**src/rtl/core/hps_pkg.sv**
```systemverilog
// Shared definitions for the hash partition scatter unit.
// Holds sizing constants, command and status codes, and controller types.
// No dependencies.
`default_nettype none

package hps_pkg;

  localparam int BUCKETS  = 16;
  localparam int MAX_KEYS = 65536;

  localparam int BKT_W   = $clog2(BUCKETS);
  localparam int CW      = $clog2(MAX_KEYS + 1);
  localparam int KEY_W   = 31;
  localparam int SEL_W   = 4;
  localparam int POS_W   = 16;
  localparam int OCNT_W  = 17;
  localparam int STAT_W  = 2;

  typedef enum logic [1:0] {
    CMD_CLEAR = 2'd0,
    CMD_COUNT = 2'd1,
    CMD_PLACE = 2'd2,
    CMD_READ  = 2'd3
  } command_t;

  typedef enum logic [STAT_W-1:0] {
    STATUS_OK       = 2'd0,
    STATUS_CAPACITY = 2'd1,
    STATUS_OVERRUN  = 2'd2
  } status_t;

  typedef enum logic {
    ST_IDLE,
    ST_EXEC
  } state_t;

  typedef struct packed {
    logic load_req;
    logic form_offsets;
    logic execute;
  } dp_ctrl_t;

  typedef struct packed {
    logic need_prep;
  } dp_stat_t;

endpackage

`default_nettype wire

```
**src/rtl/core/hash_partition_scatter_unit.sv**
```systemverilog
// Top level of the hash partition scatter unit.
// Instantiates hps_controller and hps_datapath; depends on hps_pkg.
`default_nettype none

// Partition step of a hash join over 16 buckets (bucket = key mod 16). Count
// requests tally keys per bucket, place requests return each key's bucket and
// stable destination index, read requests report a bucket's count and end
// offset, and clear empties all bucket state. Each request is accepted into the
// request register and then executed by one read-modify-write of the per-bucket
// registers that loads the result register. The first place after any count
// first passes through an offset-forming step, in which all bucket start slots
// are formed at once from the running end offsets. A result held by out_stall
// delays the next request only after the following one has been accepted.
module hash_partition_scatter_unit
  import hps_pkg::*;
(
  input  wire logic              clk,
  input  wire logic              rst,
  input  wire logic              in_valid,
  output logic                   in_stall,
  input  wire logic [1:0]        command,
  input  wire logic [KEY_W-1:0]  key,
  input  wire logic [SEL_W-1:0]  bucket_select,
  output logic                   out_valid,
  input  wire logic              out_stall,
  output logic [SEL_W-1:0]       bucket,
  output logic [POS_W-1:0]       position,
  output logic [OCNT_W-1:0]      bucket_count,
  output logic [OCNT_W-1:0]      bucket_end,
  output logic [STAT_W-1:0]      status
);

  dp_ctrl_t ctrl;
  dp_stat_t stat;

  hps_controller u_ctrl (
    .clk       (clk),
    .rst       (rst),
    .in_valid  (in_valid),
    .in_stall  (in_stall),
    .out_valid (out_valid),
    .out_stall (out_stall),
    .ctrl      (ctrl),
    .stat      (stat)
  );

  hps_datapath u_dp (
    .clk           (clk),
    .rst           (rst),
    .ctrl          (ctrl),
    .stat          (stat),
    .command       (command),
    .key           (key),
    .bucket_select (bucket_select),
    .bucket        (bucket),
    .position      (position),
    .bucket_count  (bucket_count),
    .bucket_end    (bucket_end),
    .status        (status)
  );

endmodule

`default_nettype wire

```
**src/rtl/core/hps_datapath.sv**
```systemverilog
// Datapath of the hash partition scatter unit: bucket counts, end offsets,
// next free slots, the latched request and the result register.
// Depends on hps_pkg.
`default_nettype none

module hps_datapath
  import hps_pkg::*;
(
  input  wire logic              clk,
  input  wire logic              rst,
  input  wire dp_ctrl_t          ctrl,
  output dp_stat_t               stat,
  input  wire logic [1:0]        command,
  input  wire logic [KEY_W-1:0]  key,
  input  wire logic [SEL_W-1:0]  bucket_select,
  output logic [SEL_W-1:0]       bucket,
  output logic [POS_W-1:0]       position,
  output logic [OCNT_W-1:0]      bucket_count,
  output logic [OCNT_W-1:0]      bucket_end,
  output logic [STAT_W-1:0]      status
);

  command_t         req_cmd;
  logic [KEY_W-1:0] req_key;
  logic [SEL_W-1:0] req_sel;

  logic [CW-1:0] counts    [BUCKETS];
  logic [CW-1:0] ends      [BUCKETS];
  logic [CW-1:0] next_free [BUCKETS];
  logic          offsets_ready;
  logic [CW-1:0] key_total;

  logic [BKT_W-1:0] idx;
  logic             sel_ok;
  logic             at_cap;
  logic             overrun;

  logic [SEL_W-1:0]  r_bucket;
  logic [POS_W-1:0]  r_pos;
  logic [OCNT_W-1:0] r_cnt;
  logic [OCNT_W-1:0] r_end;
  status_t           r_status;

  // The bucket count is a power of two, so key mod BUCKETS is the low bits.
  // A read drives the same index idx from the selected bucket.
  always_comb begin
    if (req_cmd == CMD_READ) begin
      idx = BKT_W'(req_sel);
    end else begin
      idx = req_key[BKT_W-1:0];
    end
    sel_ok  = int'(req_sel) < BUCKETS;
    at_cap  = key_total >= CW'(MAX_KEYS);
    overrun = next_free[idx] >= ends[idx];
  end

  assign stat.need_prep = (req_cmd == CMD_PLACE) && !offsets_ready;

  always_comb begin
    r_bucket = '0;
    r_pos    = '0;
    r_cnt    = '0;
    r_end    = '0;
    r_status = STATUS_OK;
    unique case (req_cmd)
      CMD_CLEAR: begin
      end
      CMD_COUNT: begin
        r_bucket = SEL_W'(idx);
        if (at_cap) begin
          r_status = STATUS_CAPACITY;
          r_cnt    = OCNT_W'(counts[idx]);
        end else begin
          r_cnt = OCNT_W'(counts[idx] + CW'(1));
        end
      end
      CMD_PLACE: begin
        r_bucket = SEL_W'(idx);
        r_cnt    = OCNT_W'(counts[idx]);
        r_end    = OCNT_W'(ends[idx]);
        if (overrun) begin
          r_status = STATUS_OVERRUN;
        end else begin
          r_pos = POS_W'(next_free[idx]);
        end
      end
      CMD_READ: begin
        r_bucket = req_sel;
        if (sel_ok) begin
          r_cnt = OCNT_W'(counts[idx]);
          r_end = OCNT_W'(ends[idx]);
        end
      end
    endcase
  end

  always_ff @(posedge clk) begin
    if (rst) begin
      req_cmd <= CMD_CLEAR;
    end else if (ctrl.load_req) begin
      req_cmd <= command_t'(command);
      req_key <= key;
      req_sel <= bucket_select;
    end
    if (ctrl.execute) begin
      bucket       <= r_bucket;
      position     <= r_pos;
      bucket_count <= r_cnt;
      bucket_end   <= r_end;
      status       <= STAT_W'(r_status);
    end
  end

  // ends[i] always holds the inclusive prefix sum of counts 0..i, kept up
  // to date on every count so that no walk over the buckets is needed.
  always_ff @(posedge clk) begin
    if (rst) begin
      for (int i = 0; i < BUCKETS; i++) begin
        counts[i]    <= '0;
        ends[i]      <= '0;
        next_free[i] <= '0;
      end
      offsets_ready <= 1'b0;
      key_total     <= '0;
    end else begin
      if (ctrl.form_offsets) begin
        for (int i = 0; i < BUCKETS; i++) begin
          next_free[i] <= ends[i] - counts[i];
        end
        offsets_ready <= 1'b1;
      end
      if (ctrl.execute) begin
        unique case (req_cmd)
          CMD_CLEAR: begin
            for (int i = 0; i < BUCKETS; i++) begin
              counts[i]    <= '0;
              ends[i]      <= '0;
              next_free[i] <= '0;
            end
            offsets_ready <= 1'b0;
            key_total     <= '0;
          end
          CMD_COUNT: begin
            if (!at_cap) begin
              counts[idx] <= counts[idx] + CW'(1);
              for (int i = 0; i < BUCKETS; i++) begin
                if (i >= int'(idx)) begin
                  ends[i] <= ends[i] + CW'(1);
                end
              end
              key_total     <= key_total + CW'(1);
              offsets_ready <= 1'b0;
            end
          end
          CMD_PLACE: begin
            if (!overrun) begin
              next_free[idx] <= next_free[idx] + CW'(1);
            end
          end
          CMD_READ: begin
          end
        endcase
      end
    end
  end

  a_total_bound: assert property (@(posedge clk) disable iff (rst)
    key_total <= CW'(MAX_KEYS))
    else $error("key total exceeds capacity");

  a_last_end: assert property (@(posedge clk) disable iff (rst)
    ends[BUCKETS-1] == key_total)
    else $error("last bucket end differs from key total");

  a_prep_done: assert property (@(posedge clk) disable iff (rst)
    ctrl.form_offsets |=> offsets_ready && !stat.need_prep)
    else $error("offsets not ready after formation");

endmodule

`default_nettype wire

```
**src/rtl/core/hps_controller.sv**
```systemverilog
// Controller of the hash partition scatter unit: request intake, offset
// formation and result hand-off. Depends on hps_pkg.
`default_nettype none

module hps_controller
  import hps_pkg::*;
(
  input  wire logic     clk,
  input  wire logic     rst,
  input  wire logic     in_valid,
  output logic          in_stall,
  output logic          out_valid,
  input  wire logic     out_stall,
  output dp_ctrl_t      ctrl,
  input  wire dp_stat_t stat
);

  state_t state;
  state_t state_next;

  always_ff @(posedge clk) begin
    if (rst) begin
      state <= ST_IDLE;
    end else begin
      state <= state_next;
    end
  end

  always_comb begin
    state_next = state;
    ctrl       = '0;
    in_stall   = (state != ST_IDLE);
    unique case (state)
      ST_IDLE: begin
        if (in_valid) begin
          ctrl.load_req = 1'b1;
          state_next    = ST_EXEC;
        end
      end
      ST_EXEC: begin
        // A place after new counts first rebuilds the start slots.
        if (stat.need_prep) begin
          ctrl.form_offsets = 1'b1;
        end else if (!out_valid || !out_stall) begin
          ctrl.execute = 1'b1;
          state_next   = ST_IDLE;
        end
      end
    endcase
  end

  always_ff @(posedge clk) begin
    priority if (rst) begin
      out_valid <= 1'b0;
    end else if (ctrl.execute) begin
      out_valid <= 1'b1;
    end else if (!out_stall) begin
      out_valid <= 1'b0;
    end
  end

  a_busy_after_accept: assert property (@(posedge clk) disable iff (rst)
    in_valid && !in_stall |=> in_stall)
    else $error("request accepted while previous one still in work");

  a_no_overwrite: assert property (@(posedge clk) disable iff (rst)
    ctrl.execute |-> !(out_valid && out_stall))
    else $error("result register overwritten while held");

  a_result_follows: assert property (@(posedge clk) disable iff (rst)
    ctrl.execute |=> out_valid)
    else $error("executed request produced no result");

endmodule

`default_nettype wire
```
**config.mk**
```make
export PLATFORM = sky130hd
export DESIGN_NAME = hash_partition_scatter_unit
export DESIGN_NICKNAME = d
export VERILOG_FILES = /design/src/rtl/core/hps_pkg.sv /design/src/rtl/core/hash_partition_scatter_unit.sv /design/src/rtl/core/hps_datapath.sv /design/src/rtl/core/hps_controller.sv
export SDC_FILE = /design/constraint.sdc
export NUM_CORES = 2
export LEC_CHECK = 0
export BUFFER_PORTS_ARGS = -buffer_cell sky130_fd_sc_hd__buf_2
export CAP_MARGIN = 0
export CORE_MARGIN = 5
export CORE_UTILIZATION = 45
export DETAILED_ROUTE_END_ITERATION = 12
export PLACE_DENSITY_LB_ADDON = 0.12
export RECOVER_POWER = 100
export SYNTH_ARGS = -nofsm -noshare
export SYNTH_HDL_FRONTEND = slang
export SYNTH_SLANG_ARGS = --single-unit
```
**constraint.sdc**
```tcl
create_clock -name clk -period 7.1 [get_ports clk]
set_input_delay 0 -clock clk [delete_from_list [all_inputs] [get_ports clk]]
set_output_delay 0 -clock clk [all_outputs]
set_load 0.03 [all_outputs]
```
==> run_results.csv <==
group,metric,value,unit
pwr,p_switching,5.17,mW
flow_run,max_cap_violations,5,
synthesis,synth-edff-count,863,
floorplanning,row_count,131,
run_status,violations,"capacitance limit, slew limit",
synthesis,synthesis.area,57700,um2
synthesis,syn_nets,6334,
setup_path,cp-startpoint,"u_dp.req_cmd[0]",
cts,cts_buffer_depth,3,
hold_path,min_from,"rst",
cts,clk_pin_slew,60,ps
cts,cts_tree,"done",
floorplanning,fp.dieArea,135000,um2
pwr,sw_frac_of_total,32.9,%
setup_path,r2r_cells,12,
synthesis,syn_inst,5979,
sta,drv_slew,77,
cts,ctsResizeCount,0,
drt,vias_per_cell,6.26,
cts,htreeDepth,3,
floorplanning,ios,99,
sta,max_freq,0.145,GHz
floorplanning,core,128000,um2
synthesis,syn_area_per_cell,9.65,um2
synthesis,ys_ff_latch,902,
run_status,status,"finished, violations left",
synthesis,async_flop_share,0,%
layout,drive_above_1_share,7.06,%
global_route,grt_use_total,33.1,%
synthesis,synth_area_leaders,"edfxtp_1, ha_1, nor2_1",
pwr,intPower,10.5,mW
global_route,antenna_found_initial,22,
setup_path,critical_path_class,"flip-flop to flip-flop",
drt,wl,233,mm
synthesis,synth_cell_types,90,
layout,fin_nets,6459,
global_route,grt_first_pass_wirelength,323,mm
pwr,p_seq_share,42.9,%
synthesis,synthFlopType,"edfxtp_1",
drt,first_pass_iters,6,
pwr,p_comb_share,22.9,%
synthesis,yosys_warnings,0,
cts,insertion_delay,760,ps
sta,fin_skew,49.2,ps
drt,vias,49200,
cts,root_buffer,"clkbuf_16",
floorplanning,die_width,368,um
placement,dp_hpwl,175,mm
global_route,overflow,0,
pwr,power_density,245,nW/um2
drt,ant_nets,0,
setup_path,endpoint_kind,"flip-flop",
sta,max_slew.worst_pin.slew,2210,ps
setup_path,start_kind,"flip-flop",
setup_path,crit_fanout,88,
floorplanning,start_util,45.2,%
sta,setup_tns,0,ps
floorplanning,die_h,368,um
sta,hold_viol,0,
synthesis,synth_top_area_share,44.9,%
synthesis,seq_area_frac_synth,46.3,%
sta,setup_viol,0,
drt,first_iter_violations,6944,
setup_path,cp.arrival,7360,ps
sta,maxSlewHeadroom,-47.3,%
sta,post-route-period-util,97.3,%
pwr,power_frac_clock,34.3,%
pwr,ir_drop,189,uV
layout,syn_to_final_growth,11.2,%
setup_path,r2r_start,"u_dp.req_cmd[0]",
drt,drc_errors,0,
pwr,p_leak,24.3,nW
placement,port_buffers,71,
cts,numClockSinks,902,
synthesis,yosys.area.top_type,"edfxtp_1",
global_route,grt_pass1_vias,44000,
placement,gp_congestion,1.02,
sta,rsz0062_at_grt,"false",
setup_path,crit_required,7550,ps
hold_path,worstHoldPathCells,4,
cts,cts-buffers-inserted,104,
sta,whs,319,ps
sta,min_period,6910,ps
drt,drt-wirelength-per-cell,29.6,um
hold_path,hold_path.class,"primary input to flip-flop",
global_route,grt_max_degree,89,
==> synthesized netlist by cell type, drive strengths merged, types with 30 or more instances <==
cell type,instances
edfxtp,863
nor2,798
nand2,773
nand3,448
inv,333
ha,298
xor2,250
xnor2,246
o21ai,233
a21oi,190
o22ai,173
clkbuf,151
buf,139
mux2i,138
and3,112
nor3,80
a311oi,53
a21o,52
o211ai,47
nand4,46
nand2b,43
nor2b,41
or3,40
dfxtp,39
mux4,37
a32oi,31
a31oi,30
==> timing repair <==
item,in CTS,in global routing
endpoints found under the hold margin,26,0
hold buffers,28,0
setup buffers,0,0
==> flip-flops by register name, indices dropped and copies added (netlist names), 2 cells and up <==
signal,flops
u_dp.bucket_end,17
u_dp.req_sel,4
u_dp.status,2
u_dp.position,16
u_dp.req_key,4
u_dp.req_cmd,2
u_dp.bucket_count,17
u_dp.key_total,17
u_dp.next_free,272
u_dp.ends,272
u_dp.bucket,4
u_dp.counts,272
==> critical path, stage by stage (launching register included) <==
cell and delay [ps]:
dfxtp_1 350, ha_1 420, mux2i_4 800, buf_12 500
clkbuf_1 670, mux2i_1 260, mux2i_1 170, a32oi_1 670
o2bb2ai_1 390, nor4_4 160, xnor2_1 1360, clkbuf_2 660
nor2_1 90
==> cell families (layout without fill, tap and decap cells) <==
group	Yosys count	after routing	share of synthesized area, %
buf+inv	626	834	4.65
other cells	0	8	0
xor+xnor	496	496	7.69
fa+ha+maj	314	314	7.02
flops	902	902	46.3
compound gates	1002	1002	11.3
simple gates	2461	2461	19.0
mux	178	178	4.04
==> metal layers <==
metal | wire length [um] | share of wire (%) | track usage (%) | up-vias
li1 | - | - | - | 21700
met1 | 99400 | 43 | 49.2 | 24000
met2 | 91700 | 39 | 45.2 | 2992
met3 | 30900 | 13 | 9.65 | 440
met4 | 10800 | 4.6 | 12.4 | 8
met5 | 59 | 0.025 | 0 | -
==> layout make-up <==
type / count / area [um2]
multi-input cells: 4451 / 28400
clock inverters: 63 / 552
repair buffers: 309 / 2320
clock buffers: 126 / 2760
fillers: 12000 / 63400
diodes: 8 / 20.0
inverters: 336 / 1260
flip-flops and latches: 902 / 26700
well taps: 1662 / 2080
==> power by group through the flow <==
stage	logic (mW)	clock network (mW)	registers, mW
floorplan	2.09	0	6.65
global placement	3.47	0	6.80
detailed placement	3.48	0	6.81
CTS	3.52	5.43	6.70
global route	3.75	5.65	6.75
finish	3.59	5.39	6.73
==> placed cells by master (no fill, tap or decap), types with 107 or more instances in the layout <==
cell       synthesis  layout
buf_4             23     125
clkbuf_1         151     123
and3_1           112     112
edfxtp_1         863     863
o21ai_0          228     231
xor2_1           249     244
a21oi_1          189     189
nor2_1           796     793
clkbuf_16          0     107
nand3_1          448     448
nand2_1          773     773
mux2i_1          136     132
ha_1             298     298
o22ai_1          163     168
xnor2_1          235     232
inv_1            332     332
==> stage by stage <==
stage / setup WS (ps) / cells / utilization, % / cell area (um2) / total power, mW
2_1_floorplan: 1230 / 5979 / - / 57700 / 8.74
3_3_place_gp: 878 / 7632 / 47.8 / 61000 / 10.3
3_5_place_dp: 809 / 7632 / 47.8 / 61000 / 10.3
4_1_cts: 732 / 7849 / 50.6 / 64600 / 15.6
5_1_grt: 182 / 7849 / 50.3 / 64100 / 16.1
6_report: 193 / 7857 / 50.3 / 64100 / 15.7
==> worst paths after layout <==
path | end | slack, ps
worst max-delay path | u_dp.counts[15][7] | 190
worst min-delay path | u_dp.key_total[0] | 320
worst max register to register | u_dp.counts[15][7] | 190
worst min register to register | u_dp.key_total[7] | 490
(Power assumes the default switching activity.)
